### src/rtl/core/ars_pkg.sv
// ----------------------------------------------------------------------------
// ars_pkg: shared types and constants of the altitude reference selector
// Holds the input and result word layouts and the phase codes.
// ----------------------------------------------------------------------------
package ars_pkg;

  // phase codes of the reference state machine
  localparam logic [1:0] PhWait    = 2'd0;
  localparam logic [1:0] PhGround  = 2'd1;
  localparam logic [1:0] PhTakeoff = 2'd2;

  // width of the saturated reference height, 25 bits
  localparam int RefW = 25;

  // one input word per tick
  typedef struct packed {
    logic signed [23:0] baro_abs;
    logic [15:0]        range_height;
    logic [15:0]        flow_height;
    logic               in_flight;
    logic               imu_ready;
    logic               airborne;
    logic               auto_takeoff;
    logic               flow_ok;
    logic               range_on;
    logic               flow_range_on;
  } in_word_t;

  // one result word per tick
  typedef struct packed {
    logic signed [RefW-1:0] ref_height;
    logic                   fusion_pause;
  } out_word_t;

endpackage

### src/rtl/core/ars_if.sv
// ----------------------------------------------------------------------------
// ars_in_if / ars_out_if: valid/ready channels of the selector
// One channel carries input words, the other carries result words.
// ----------------------------------------------------------------------------
interface ars_in_if;
  logic             valid;
  logic             ready;
  ars_pkg::in_word_t data;

  modport source (output valid, output data, input ready);
  modport sink   (input valid, input data, output ready);
endinterface

interface ars_out_if;
  logic               valid;
  logic               ready;
  ars_pkg::out_word_t data;

  modport source (output valid, output data, input ready);
  modport sink   (input valid, input data, output ready);
endinterface

### src/rtl/core/ars_core.sv
// ----------------------------------------------------------------------------
// ars_core: per-tick reference height update
// Holds the phase machine and offset state, computes one result per step.
// ----------------------------------------------------------------------------
module ars_core (
  input  logic               clk_i,
  input  logic               rst_ni,
  input  logic               step_i,
  input  ars_pkg::in_word_t  word_i,
  input  logic signed [15:0] baro_corr_i,
  output ars_pkg::out_word_t res_o
);

  // state registers
  logic [1:0]         phase_q, phase_d;
  logic               latched_q, latched_d;
  logic signed [23:0] ground_q, ground_d;
  logic signed [31:0] rel_q, rel_d;
  logic signed [31:0] btr_q, btr_d;
  logic signed [31:0] rtb_q, rtb_d;
  logic signed [17:0] fix_q, fix_d;

  logic [1:0]         phase_a;
  logic signed [31:0] rtb_eff;
  logic signed [31:0] baro32;
  logic signed [31:0] h32;
  logic signed [31:0] btr_use;
  logic signed [31:0] rng;
  logic signed [33:0] sum34;
  logic signed [33:0] half34;
  logic signed [31:0] used;
  logic               pause;
  logic               use_range;
  logic [15:0]        h;

  // per-tick update
  always_comb begin
    baro32    = {{8{word_i.baro_abs[23]}}, word_i.baro_abs};
    phase_d   = phase_q;
    latched_d = latched_q;
    ground_d  = ground_q;
    rel_d     = rel_q;
    btr_d     = btr_q;

    // take-off tracking
    if (word_i.in_flight) begin
      phase_a = ars_pkg::PhTakeoff;
      rtb_eff = rtb_q;
    end else begin
      phase_a = (phase_q == ars_pkg::PhTakeoff) ? ars_pkg::PhWait : phase_q;
      rtb_eff = '0;
    end
    rtb_d = rtb_eff;

    // relative baro height or ground latch
    if (phase_a != ars_pkg::PhWait) begin
      rel_d   = baro32 - {{8{ground_q[23]}}, ground_q}
                + {{14{fix_q[17]}}, fix_q} + rtb_eff;
      phase_d = phase_a;
    end else begin
      ground_d = word_i.baro_abs;
      phase_d  = word_i.imu_ready ? ars_pkg::PhGround : phase_a;
    end

    // fix term for the next tick
    pause = !word_i.airborne && word_i.auto_takeoff;
    fix_d = pause ? '0 : -({{2{baro_corr_i[15]}}, baro_corr_i} <<< 1);

    // range source selection, jump-free offset and halving average
    h         = word_i.flow_range_on ? word_i.flow_height : word_i.range_height;
    h32       = {16'd0, h};
    btr_use   = latched_q ? btr_q : rel_d - h32;
    rng       = h32 + btr_use;
    sum34     = {{2{rtb_eff[31]}}, rtb_eff} + {{2{rng[31]}}, rng}
                - {{2{rel_d[31]}}, rel_d};
    half34    = (sum34 + {33'd0, sum34[33]}) >>> 1;
    use_range = 1'b0;
    if (word_i.flow_ok && (phase_d != ars_pkg::PhWait)) begin
      if (word_i.range_on || word_i.flow_range_on) begin
        use_range = 1'b1;
        btr_d     = btr_use;
        latched_d = 1'b1;
        rtb_d     = half34[31:0];
      end else begin
        latched_d = 1'b0;
      end
    end
    used = use_range ? rng : rel_d;

    // saturate to the 25 bit result
    if (used[31:ars_pkg::RefW-1] == '0 || used[31:ars_pkg::RefW-1] == '1) begin
      res_o.ref_height = used[ars_pkg::RefW-1:0];
    end else if (used[31]) begin
      res_o.ref_height = {1'b1, {(ars_pkg::RefW-1){1'b0}}};
    end else begin
      res_o.ref_height = {1'b0, {(ars_pkg::RefW-1){1'b1}}};
    end
    res_o.fusion_pause = pause;
  end

  // state update on each step
  always_ff @(posedge clk_i or negedge rst_ni) begin
    if (!rst_ni) begin
      phase_q   <= ars_pkg::PhWait;
      latched_q <= 1'b0;
      ground_q  <= '0;
      rel_q     <= '0;
      btr_q     <= '0;
      rtb_q     <= '0;
      fix_q     <= '0;
    end else if (step_i) begin
      phase_q   <= phase_d;
      latched_q <= latched_d;
      ground_q  <= ground_d;
      rel_q     <= rel_d;
      btr_q     <= btr_d;
      rtb_q     <= rtb_d;
      fix_q     <= fix_d;
    end
  end

endmodule

### src/rtl/core/altitude_reference_selector.sv
// Path: an accepted input word is held in the input register, its result in
// the result register on out_o. Throughput: one word per cycle while out_o
// is ready; the state update is a single pass through ars_core in between.
// Reset: rst_ni clears the phase machine, all offsets, the fix term, the
// baro_correction register and both valid flags.
// ----------------------------------------------------------------------------
// altitude_reference_selector: height reference for vertical fusion
// Input register, per-tick update core and result register with handshake.
// ----------------------------------------------------------------------------
module altitude_reference_selector (
  input  logic        clk_i,
  input  logic        rst_ni,
  input  logic        cfg_we_i,
  input  logic [15:0] cfg_wdata_i,
  ars_in_if.sink      in_i,
  ars_out_if.source   out_o
);

  logic                signed [15:0] corr_q;
  logic                s1_valid_q;
  ars_pkg::in_word_t   s1_word_q;
  logic                out_valid_q;
  ars_pkg::out_word_t  out_word_q;
  ars_pkg::out_word_t  res;
  logic                adv;

  // result register frees up when empty or taken
  assign adv        = s1_valid_q && (!out_valid_q || out_o.ready);
  assign in_i.ready = !s1_valid_q || adv;

  // configuration register
  always_ff @(posedge clk_i or negedge rst_ni) begin
    if (!rst_ni) begin
      corr_q <= '0;
    end else if (cfg_we_i) begin
      corr_q <= cfg_wdata_i;
    end
  end

  // input register
  always_ff @(posedge clk_i or negedge rst_ni) begin
    if (!rst_ni) begin
      s1_valid_q <= 1'b0;
    end else if (in_i.ready) begin
      s1_valid_q <= in_i.valid;
    end
  end

  always_ff @(posedge clk_i) begin
    if (in_i.ready && in_i.valid) begin
      s1_word_q <= in_i.data;
    end
  end

  // per-tick update
  ars_core u_core (
    .clk_i       (clk_i),
    .rst_ni      (rst_ni),
    .step_i      (adv),
    .word_i      (s1_word_q),
    .baro_corr_i (corr_q),
    .res_o       (res)
  );

  // result register
  always_ff @(posedge clk_i or negedge rst_ni) begin
    if (!rst_ni) begin
      out_valid_q <= 1'b0;
    end else if (adv) begin
      out_valid_q <= 1'b1;
    end else if (out_o.ready) begin
      out_valid_q <= 1'b0;
    end
  end

  always_ff @(posedge clk_i) begin
    if (adv) begin
      out_word_q <= res;
    end
  end

  assign out_o.valid = out_valid_q;
  assign out_o.data  = out_word_q;

endmodule

### src/flat_wrapper.sv
// flat-port wrapper written by rule: the top's interface ports become plain ports
module altitude_reference_selector_flat 
  (clk_i, rst_ni, cfg_we_i, cfg_wdata_i, in_i_valid, in_i_data, in_i_ready, out_o_valid, out_o_data, out_o_ready);
  ars_in_if in_i_i ();
  ars_out_if out_o_i ();
  input  logic clk_i;
  input  logic rst_ni;
  input  logic cfg_we_i;
  input  logic [15:0] cfg_wdata_i;
  input wire logic [$bits(in_i_i.valid)-1:0] in_i_valid;
  input wire logic [$bits(in_i_i.data)-1:0] in_i_data;
  output wire logic [$bits(in_i_i.ready)-1:0] in_i_ready;
  output wire logic [$bits(out_o_i.valid)-1:0] out_o_valid;
  output wire logic [$bits(out_o_i.data)-1:0] out_o_data;
  input wire logic [$bits(out_o_i.ready)-1:0] out_o_ready;
  assign in_i_i.valid = in_i_valid;
  assign in_i_i.data = in_i_data;
  assign in_i_ready = in_i_i.ready;
  assign out_o_valid = out_o_i.valid;
  assign out_o_data = out_o_i.data;
  assign out_o_i.ready = out_o_ready;
  altitude_reference_selector u_core (.clk_i(clk_i), .rst_ni(rst_ni), .cfg_we_i(cfg_we_i), .cfg_wdata_i(cfg_wdata_i), .in_i(in_i_i), .out_o(out_o_i));
endmodule
### config.mk
export PLATFORM = sky130hd
export DESIGN_NAME = altitude_reference_selector_flat
export DESIGN_NICKNAME = d
export VERILOG_FILES = /design/src/rtl/core/ars_pkg.sv /design/src/rtl/core/ars_if.sv /design/src/rtl/core/ars_core.sv /design/src/rtl/core/altitude_reference_selector.sv /design/src/flat_wrapper.sv
export SDC_FILE = /design/constraint.sdc
export NUM_CORES = 1
export LEC_CHECK = 0
export ABC_AREA = 1
export CELL_PAD_IN_SITES_DETAIL_PLACEMENT = 0
export CELL_PAD_IN_SITES_GLOBAL_PLACEMENT = 1
export CORE_UTILIZATION = 44
export CTS_CLUSTER_SIZE = 40
export DETAILED_ROUTE_END_ITERATION = 8
export DONT_BUFFER_PORTS = 1
export PLACE_DENSITY = 0.82
export SLEW_MARGIN = 20
export SYNTH_ARGS = -nofsm -noshare
export SYNTH_HDL_FRONTEND = slang
export SYNTH_HIERARCHICAL = 1
export SYNTH_SLANG_ARGS = --single-unit
### constraint.sdc
create_clock -name clk_i -period 10 [get_ports clk_i]
set_clock_uncertainty 0.1 [all_clocks]
set_input_delay 1.5 -clock clk_i [delete_from_list [all_inputs] [get_ports clk_i]]
set_output_delay 1.5 -clock clk_i [all_outputs]
set_load 0.005 [all_outputs]
## After elaboration in Yosys (flattened, before gate mapping)

Index checks and enable logic that the tools add are counted.

- Output and inout bits: 28
- Input port bits: 84
- Register bits: 248
- Memories kept: 0
- Bits in latches: 0
- ROM bits: 0
- RAM bits: 0
- Word-level logic and storage cells: 70

- Multiplexer cells: 18
- Eq/ne operators: 2
- $add $sub $neg: 9
- Shifts and indexed selects: 0
- $mul: 0
- Bitwise operators: 1
- Reductions and logical operators: 18
- Divide/modulo/power cells: 0
- Magnitude comparators: 0

Operator list:

| kind | number |
|---|---|
| $mux W32 | 6 |
| $mux W25 | 2 |
| $sub A33 B32 Y34 | 1 |
| $add A32 B32 Y33 | 1 |
| $add A33 B1 Y33 | 1 |
| $add A17 B32 Y32 | 1 |
| $add A32 B32 Y32 | 1 |
| $sub A32 B17 Y32 | 1 |
| $add A25 B18 Y26 | 1 |
| $sub A24 B24 Y25 | 1 |
| $mux W18 | 1 |
| $neg A18 Y18 | 1 |
| $mux W16 | 1 |
| $eq A8 B8 Y1 const B | 1 |
| $logic_not A8 Y1 | 1 |
| $mux W2 | 4 |
| $reduce_bool A2 Y1 | 3 |
| $logic_and A1 B1 Y1 | 4 |
| $logic_or A1 B1 Y1 | 4 |
| $mux W1 | 4 |
| $reduce_and A2 Y1 | 2 |
| $logic_not A1 Y1 | 3 |
| $reduce_and A3 Y1 | 1 |
| $eq A2 B2 Y1 const B | 1 |
| $not A1 Y1 | 1 |

## Logic depth before layout (Yosys ltp)

Gate-level depths: netlist (run 1).

- Word-level depth: 13
- Depth in mapped cells: 87
- Depth with buffers taken out: 87

## Modules after synthesis

Netlist (run 1), hierarchy kept.

Modules (own cells, without submodules):

| module | area an instance (µm²) | times used | sequential area each (µm²) | cells each |
|---|---|---|---|---|
| ars_core | 17643.2 | 1 | 3478.3 | 2800 |
| altitude_reference_selector | 3412.0 | 1 | 3123.0 | 168 |

## Worst setup path after synthesis (run 1)

Ideal clock, no wire load.

- Path kind: register to register
- Start: register u_core/s1_word_q[40] in the netlist's numbering
- End: register u_core.u_core.rtb_q[27]
- Setup slack: 0.154 ns
- Data required time: 9.783 ns
- Data arrival time: 9.630 ns
- Library setup time: 0.117 ns
- Stages on the path, launching flop included: 86
- Buffers on the path: 0
- Period minus slack after synthesis: 9.846 ns
- Cell sequence: edfxtp_1 inv_1 fa_1 inv_1 fa_1 nand2_1 inv_1 nand2_1 nand2_1 nand3_1 nand2_1 nand3_1 nand2_1 nand3_1 nand2_1 xor2_1 ha_1 nand2_2 [... 50 more ...] nor2_1 nand2_1 nor2_1 nand2_1 nor2_1 nand2_1 nor2_1 nand2_1 nor4_1 nand2_1 nor2_1 inv_1 nor3_1 nand2_1 nand3_1 o211ai_1 nand2_1 nand2_1

- Cells in the longest elaborated chain, start to end: 12

RTL lines:

| element | RTL line | source |
|---|---|---|
| start, declared | altitude_reference_selector.sv:21 | `ars_pkg::in_word_t s1_word_q;` |
| start signal, assigned | altitude_reference_selector.sv:51 | `s1_word_q <= in_i.data;` |
| $sub A24 B24 Y25 | ars_core.sv:57 | `rel_d = baro32 - {{8{ground_q[23]}}, ground_q}` |
| $add A25 B18 Y26 | ars_core.sv:58 | `+ {{14{fix_q[17]}}, fix_q} + rtb_eff;` |
| $add A32 B32 Y32 | ars_core.sv:58 |  |
| $mux W32 | ars_core.sv:56 | `if (phase_a != ars_pkg::PhWait) begin` |
| named net u_core.u_core.rel_d[11] | ars_core.sv:18 | `logic signed [31:0] rel_q, rel_d;` |
| $sub A32 B17 Y32 | ars_core.sv:72 | `btr_use = latched_q ? btr_q : rel_d - h32;` |
| $mux W32 | ars_core.sv:72 |  |
| named net u_core.u_core.btr_use[14] | ars_core.sv:27 | `logic signed [31:0] btr_use;` |
| $add A17 B32 Y32 | ars_core.sv:73 | `rng = h32 + btr_use;` |
| $add A32 B32 Y33 | ars_core.sv:74 | `sum34 = {{2{rtb_eff[31]}}, rtb_eff} + {{2{rng[31]}}, rng}` |
| $sub A33 B32 Y34 | ars_core.sv:75 | `- {{2{rel_d[31]}}, rel_d};` |
| $add A33 B1 Y33 | ars_core.sv:76 | `half34 = (sum34 + {33'd0, sum34[33]}) >>> 1;` |
| $mux W32 | ars_core.sv:79 | `if (word_i.range_on \|\| word_i.flow_range_on) begin` |
| $mux W32 | ars_core.sv:78 | `if (word_i.flow_ok && (phase_d != ars_pkg::PhWait)) begin` |
| end signal, assigned | ars_core.sv:117 | `rtb_q <= rtb_d;` |
| end, declared | ars_core.sv:20 | `logic signed [31:0] rtb_q, rtb_d;` |

The timed path passes the listed nets, and every way through them passes these cells.
A chain may end at the register's enable or synchronous reset.

## Final worst setup path (run 1)

- Start: register u_core/s1_word_q[40] in the netlist's numbering
- End: register u_core.u_core.rtb_q[25]

- Cells in the longest elaborated chain, start to end: 12

RTL lines:

| element | RTL line |
|---|---|
| $sub A24 B24 Y25 | ars_core.sv:57 |
| $add A25 B18 Y26 | ars_core.sv:58 |
| $add A32 B32 Y32 | ars_core.sv:58 |
| $mux W32 | ars_core.sv:56 |
| $sub A32 B17 Y32 | ars_core.sv:72 |
| $mux W32 | ars_core.sv:72 |
| named net u_core.u_core.btr_use[11] | ars_core.sv:27 |
| $add A17 B32 Y32 | ars_core.sv:73 |
| $add A32 B32 Y33 | ars_core.sv:74 |
| $sub A33 B32 Y34 | ars_core.sv:75 |
| $add A33 B1 Y33 | ars_core.sv:76 |
| $mux W32 | ars_core.sv:79 |
| $mux W32 | ars_core.sv:78 |

The timed path passes the listed nets, and every way through them passes these cells.

==> results of run 1 <==
-- timing repair --
item                                    4_1_cts  5_1_grt
endpoints found under the setup margin       29       32
buffers inserted                             62       24
gates resized for setup                     239      151
pin swaps                                   126      119
-- how the worst min path moves through the flow --
stage | start | end | slack [ns] | cells after the start
3_5_place_dp | u_core/u_core/rtb_q[24] | u_core/u_core/rtb_q[24] | 0.36 | 2
4_1_cts | u_core/u_core/rel_q[18] | u_core/u_core/rel_q[18] | 0.38 | 2
2_1_floorplan | u_core/u_core/btr_q[0] | u_core/u_core/btr_q[0] | 0.34 | 2
6_report | u_core/u_core/rel_q[4] | u_core/u_core/rel_q[4] | 0.38 | 2
5_1_grt | u_core/u_core/btr_q[0] | u_core/u_core/btr_q[0] | 0.39 | 2
3_3_place_gp | u_core/u_core/btr_q[0] | u_core/u_core/btr_q[0] | 0.36 | 2
-- registers in the layout, indices dropped and copies added (netlist names) --
name                     count
u_core/corr_q               16
u_core/u_core/btr_q         32
u_core/u_core/phase_q        1
u_core/s1_word_q            63
u_core/out_o.valid           1
u_core/s1_valid_q            1
u_core/u_core/ground_q      24
u_core/u_core/fix_q         17
u_core/u_core/latched_q      1
u_core/out_o.data           26
u_core/u_core/rel_q         32
u_core/u_core/rtb_q         32
-- per-stage QoR --
step	area (um^2)	setup TNS (ns)	std cells	hold slack, ns
final	28300	-3.74	4116	0.381
after global routing	28300	-14.79	4116	0.393
after CTS	27500	-2.17	4092	0.383
after detailed placement	25100	-17.27	3979	0.365
after global placement	25100	-14.87	3979	0.360
after floorplan	21100	0	2968	0.342
-- cells by family (layout without fill, tap and decap cells) --
kind of cell             count (synthesis)  in the layout  share of synthesized area [%]
buffers and inverters                  581           1122                           10.7
XOR/XNOR                               112            112                           4.66
adder cells (fa/ha/maj)                185            185                           12.5
flip-flops                             246            246                           31.4
AND/OR/NAND/NOR                       1349           1349                           27.9
AO/OA/AOI/OAI                          495            495                           12.9
-- routing by layer --
metal | routed length (um) | track usage [%] | vias up
met5 | 0 | 0 | -
met4 | 2210 | 9.20 | 0
met3 | 2760 | 2.94 | 105
met2 | 34000 | 49.8 | 423
met1 | 30000 | 35.9 | 9825
li1 | - | - | 10500
-- worst max-delay path: cells and delay by family (launching register included) --
family,cells,cell delay [ns]
buffers and inverters,19,1.74
XOR/XNOR,2,0.29
adder cells (fa/ha/maj),7,2.41
AND/OR/NAND/NOR,44,4.66
flip-flops,1,0.35
AO/OA/AOI/OAI,8,0.87
-- cell type report --
type	count	area share (%)
clock inverters	18	0.695
clock buffers	36	2.77
well taps	607	2.69
multi-input cells	2141	48.7
inverters	512	6.82
repair buffers	556	15.0
flip-flops and latches	246	23.3
-- placed cells by master, fill, tap and decap left out, types with 15 or more instances in the layout --
cell type  count
nand4_1       29
o21ai_0      202
nand3_2       55
nor3_1        15
buf_4        545
edfxtp_1      89
nor2_1       150
xnor2_1       23
nand2_2       86
o21ai_2       20
a21oi_1      144
ha_4          26
ha_1         116
dfrtp_1      157
nand2_1      732
xor2_1        73
inv_1        451
fa_1          39
a21oi_2       29
o21ai_1       22
or2_2         28
nor2_2        43
nand3_1      129
nor2_4        23
inv_2         55
clkbuf_16     29
==> metrics.txt, run 1 <==
worst setup path start=u_core/s1_word_q[40]; Final Hold Violating Endpoints=0; Final period util=106%; status=finished with violations; syn nets=3237; Final WS setup=-0.570 ns; Syn Area/Cell=7.09 um^2; most common cell in the synthesized netlist=nand2_1; placed wire-length estimate=52.4 mm; Req. time, crit path=10.35 ns; Antenna Cells=0; Worst Path Max Fanout=5; failing checks=design-rule violations, negative setup slack; Yosys top cell area share=18.7%; die height=221 um; layout cell share with drive strength beyond 1=30.1%; Post-synth EDFFs=89; total I/O pin count=112; routed wire length=69.0 mm; Worst EP arrival=10.92 ns; CP Capture Type=flip-flop; Final ANT Viol Nets=0; total number of vias=20900; Worst R2R Path Depth=80; Max-Cap Viols=0; biggest area consumer among synthesized cells=dfrtp_1; Initial Util=44.9%; RSZ-0062 raised after global routing=true; Area contributors post-synth=dfrtp_1 (19%), nand2_1 (14%), edfxtp_1 (13%), ha_1 (8.6%), inv_1 (8.5%); die area=0.0487 mm^2; Detailed Route Iter0 Violations=1346; WL/cell=16.8 um; sequential share of the synthesized area=31.4%; clock root cell=clkbuf_16; register area=0.00660 mm^2; Netlist cell types=57; gr ovfl total=0; final-report setup violation count=8; Pre-antenna DRT Iters=7; CTS Buf Count=29; reg-to-reg setup timing slack=-0.57 ns; Core Rows=79; # hold bufs at CTS=0; r2r startpoint=u_core/s1_word_q[40]; drt drc=2; Crit path top cell by count=nand2_2; CP max-delay cell=fa_1; GP Congestion=0.945; Slew Limit Fails=0; final core occ=60.3%; commonest cells in the netlist=nand2_1 (800), inv_1 (478), o21ai_0 (235); Seq cells post-synth=246; footprint of the multi-input gates=0.0138 mm^2; Fill cells=4408; Hold Path Class=flip-flop to flip-flop; first-pass GRT wire length=107 mm; Worst-path clk slew=0.06 ns; vias in the first global route=20500; Synth async-reset ratio=63.8%; GR Util All Layers=28.2%; actual slew at the worst max-slew pin=0.907 ns; CTS H-Tree Depth=1; Clock Latency Late Sink=0.60 ns; Setup crit start kind=flip-flop; clk sinks=246; Mapped Cells=2968; predominant post-synthesis flop cell=dfrtp_1; Placeable Area=0.0469 mm^2; CTS max path bufs=3; vias per std cell=5.08; Worst Setup EP=u_core/u_core/rtb_q[25]; critical path type=flip-flop to flip-flop; pin count of the biggest net entering global routing=158; synth warn=6; Worst R2R End=u_core/u_core/rtb_q[25]; Tmin final=10.57 ns; initial antenna violation count=0; CTS tree=done; Synth Cell Area=0.0211 mm^2; # port buffers=0; Crit path largest cell delay=0.54 ns; Max-slew headroom=39.5%; Die Width=221 um; Area Overhead vs Synth=34.3%; Max Clk Rate=94.6 MHz; DP Worst Slack=-1.40 ns; Layout Nets=3755
Power of run 1 is left out: the tool's default activity adds up to more than one toggle a clock period on the data nets, which glitch-free logic cannot reach.
==> inputs of run 2 (changes only) <==
Settings changed: CORE_UTILIZATION 44 to 43, CTS_CLUSTER_DIAMETER set to 200, PLACE_DENSITY 0.82 to 0.8, SYNTH_HIERARCHICAL 1 to not set.
==> run 2 against run 1 <==
Via count grew 4.7%. Routed wire length grew 8.4%. Synthesized cell count grew 3.9%. Die area grew 4.8%. Non-clock buffer count grew 84. The flow finishes with violations (negative setup slack).
==> metrics.txt, run 2 <==
CTS tree=done (unchanged); Hold Path Class=flip-flop to flip-flop (unchanged); CTS H-Tree Depth=1 (unchanged); Netlist cell types=59 (was 57); Initial Util=43.8% (was 44.9%); Placeable Area=0.0493 mm^2 (was 0.0469 mm^2); CTS Buf Count=10 (was 29); final-report setup violation count=11 (was 8); placed wire-length estimate=58.9 mm (was 52.4 mm); Layout Nets=3931 (was 3755); Core Rows=81 (was 79); worst hold start=u_core.u_core.btr_q[0] (was u_core/u_core/rel_q[4]); first-pass GRT wire length=115 mm (was 107 mm); layout cell share with drive strength beyond 1=28.7% (was 30.1%); CP max-delay cell=fa_1 (unchanged); Synth async-reset ratio=63.8% (unchanged); Top Layer Used=met4 (unchanged); Final WS setup=-0.663 ns (was -0.570 ns); actual slew at the worst max-slew pin=1.06 ns (was 0.907 ns); GR Util All Layers=29.5% (was 28.2%); placed cell area=0.0265 mm^2 (was 0.0251 mm^2); Crit path largest cell delay=0.58 ns (was 0.54 ns); Syn Area/Cell=6.99 um^2 (was 7.09 um^2); predominant post-synthesis flop cell=dfrtp_1 (unchanged); Pre-antenna DRT Iters=6 (was 7); Seq cells post-synth=246 (unchanged); Final Cell Area=0.0287 mm^2 (was 0.0283 mm^2); critical path type=flip-flop to flip-flop (unchanged); commonest cells in the netlist=nand2_1 (843), inv_1 (502), o21ai_0 (242) (was nand2_1 (800), inv_1 (478), o21ai_0 (235)); total number of vias=21900 (was 20900); Area Overhead vs Synth=33.0% (was 34.3%); RSZ-0062 raised after global routing=true (unchanged); WL/cell=17.3 um (was 16.8 um); commonest non-fill, non-tap cell in the layout=nand2_1 (unchanged); Synth Cell Area=0.0216 mm^2 (was 0.0211 mm^2); Biggest register=u_core.s1_word_q (was u_core/s1_word_q); Area contributors post-synth=dfrtp_1 (18%), nand2_1 (15%), edfxtp_1 (12%), inv_1 (8.7%), ha_1 (7.8%) (was dfrtp_1 (19%), nand2_1 (14%), edfxtp_1 (13%), ha_1 (8.6%), inv_1 (8.5%)); vias per std cell=5.05 (was 5.08); Yosys top cell area share=18.2% (was 18.7%); total I/O pin count=112 (unchanged); Antenna Cells=0 (unchanged); Max-Cap Viols=0 (unchanged); sequential share of the synthesized area=30.6% (was 31.4%); Largest register FFs=63 (unchanged); Clock Latency Late Sink=0.55 ns (was 0.60 ns); CTS max path bufs=3 (unchanged); clock root cell=clkbuf_16 (unchanged); worst setup path start=u_core.u_core.fix_q[1] (was u_core/s1_word_q[40]); Max-slew headroom=29.4% (was 39.5%); Met2 Wirelength=34.8 mm (was 34.0 mm); initial antenna violation count=1 (was 0); Post-synth EDFFs=89 (unchanged); syn nets=3351 (was 3237); Setup crit start kind=flip-flop (unchanged); biggest area consumer among synthesized cells=dfrtp_1 (unchanged); Req. time, crit path=10.40 ns (was 10.35 ns); synth warn=0 (was 6); Tmin final=10.66 ns (was 10.57 ns); Slew Limit Fails=0 (unchanged); Final Hold Violating Endpoints=0 (unchanged); Worst-path clk slew=0.17 ns (was 0.06 ns); pin count of the biggest net entering global routing=158 (unchanged); status=finished with violations (unchanged); vias in the first global route=21300 (was 20500); GP Congestion=0.954 (was 0.945); drt drc=0 (was 2); die area=0.0511 mm^2 (was 0.0487 mm^2); gr ovfl total=0 (unchanged); met3 wire length=3.59 mm (was 2.76 mm); Worst EP arrival=11.06 ns (was 10.92 ns); Max Clk Rate=93.8 MHz (was 94.6 MHz); commonest cells after routing, fill and taps aside=nand2_1 (797), buf_4 (625), inv_1 (471) (was nand2_1 (732), buf_4 (545), inv_1 (451)); # port buffers=0 (unchanged); Crit path top cell by count=nand2_2 (unchanged); Die Width=226 um (was 221 um); Worst Path Max Fanout=3 (was 5); Final ANT Viol Nets=0 (unchanged); die height=226 um (was 221 um); failing checks=negative setup slack (was design-rule violations, negative setup slack); routed wire length=74.8 mm (was 69.0 mm); Final period util=107% (was 106%); Detailed Route Iter0 Violations=1378 (was 1346); most common cell in the synthesized netlist=nand2_1 (unchanged); clk sinks=246 (unchanged); Mapped Cells=3084 (was 2968); Fin Hold WS=0.389 ns (was 0.381 ns); r2r startpoint=u_core.u_core.fix_q[1] (was u_core/s1_word_q[40]); CP Capture Type=flip-flop (unchanged); final core occ=58.3% (was 60.3%); Met1 Wirelength=33.7 mm (was 30.0 mm)
-- run 2: changes by cell type after synthesis, sizes merged, moves of 12 or more --
cell and change:
xor2 -14, nor2 +14, a21oi +12, clkbuf +12, nand2 +44, inv +14
-- run 2: critical path: cells and delay by family, from the launching register on --
kind                     cells  cell delay (ns)
flip-flops                   1             0.42
XOR/XNOR                     2             0.28
buffers and inverters       11             0.72
AO/OA/AOI/OAI               12             1.59
adder cells (fa/ha/maj)      9             2.87
AND/OR/NAND/NOR             43             4.64
-- run 2: cell type report --
cell class                 instances  area [um^2]
fill                            4787        20600
multi-input combinational       2235        14100
sequential                       246         6600
timing repair buffer             640         4880
inverter                         531         2000
tap                              664          831
clock buffer                      14          287
clock inverter                     2         46.3
-- run 2: repair_timing --
item                                    4_1_cts  5_1_grt
endpoints found under the setup margin       28       31
setup buffers                                55       33
hold buffers                                  0        0
gates resized for setup                     131      176
pin swaps                                    74      118
-- run 2: cell families after synthesis --
logic type | share of synthesized area (%)
adder cells (fa/ha/maj) | 12.3
XOR/XNOR | 4.30
AO/OA/AOI/OAI | 13.2
buffers and inverters | 10.7
AND/OR/NAND/NOR | 28.9
flip-flops | 30.6
-- run 2: per-layer routing --
layer / global-route usage [%] / vias up
met5: 0 / -
met4: 10.2 / 0
met3: 3.50 / 109
met2: 49.3 / 531
met1: 39.2 / 10200
li1: - / 11000
-- run 2: path summary, 6_finish.rpt --
kind / endpoint / slack [ns] / cells past startpoint
worst max-delay path: u_core.u_core.rtb_q[25] / -0.66 / 77
worst min-delay path: u_core.u_core.btr_q[0] / 0.39 / 2
worst max register to register: u_core.u_core.rtb_q[25] / -0.66 / 77
worst min register to register: u_core.u_core.btr_q[0] / 0.39 / 2
max in group asynchronous: u_core.u_core.btr_q[26] / 8.77 / 0
min in group asynchronous: u_core.u_core.ground_q[22] / 0.51 / 0
-- run 2: per-stage QoR --
step           setup TNS (ns)  instances  setup WS [ns]
2_1_floorplan               0       3084        0.00651
3_3_place_gp           -10.88       4239          -1.17
3_5_place_dp           -14.74       4239          -1.37
4_1_cts                 -2.89       4303         -0.493
5_1_grt                -20.13       4332          -1.48
6_report                -4.56       4332         -0.663
Power of run 2 is left out for the same reason.
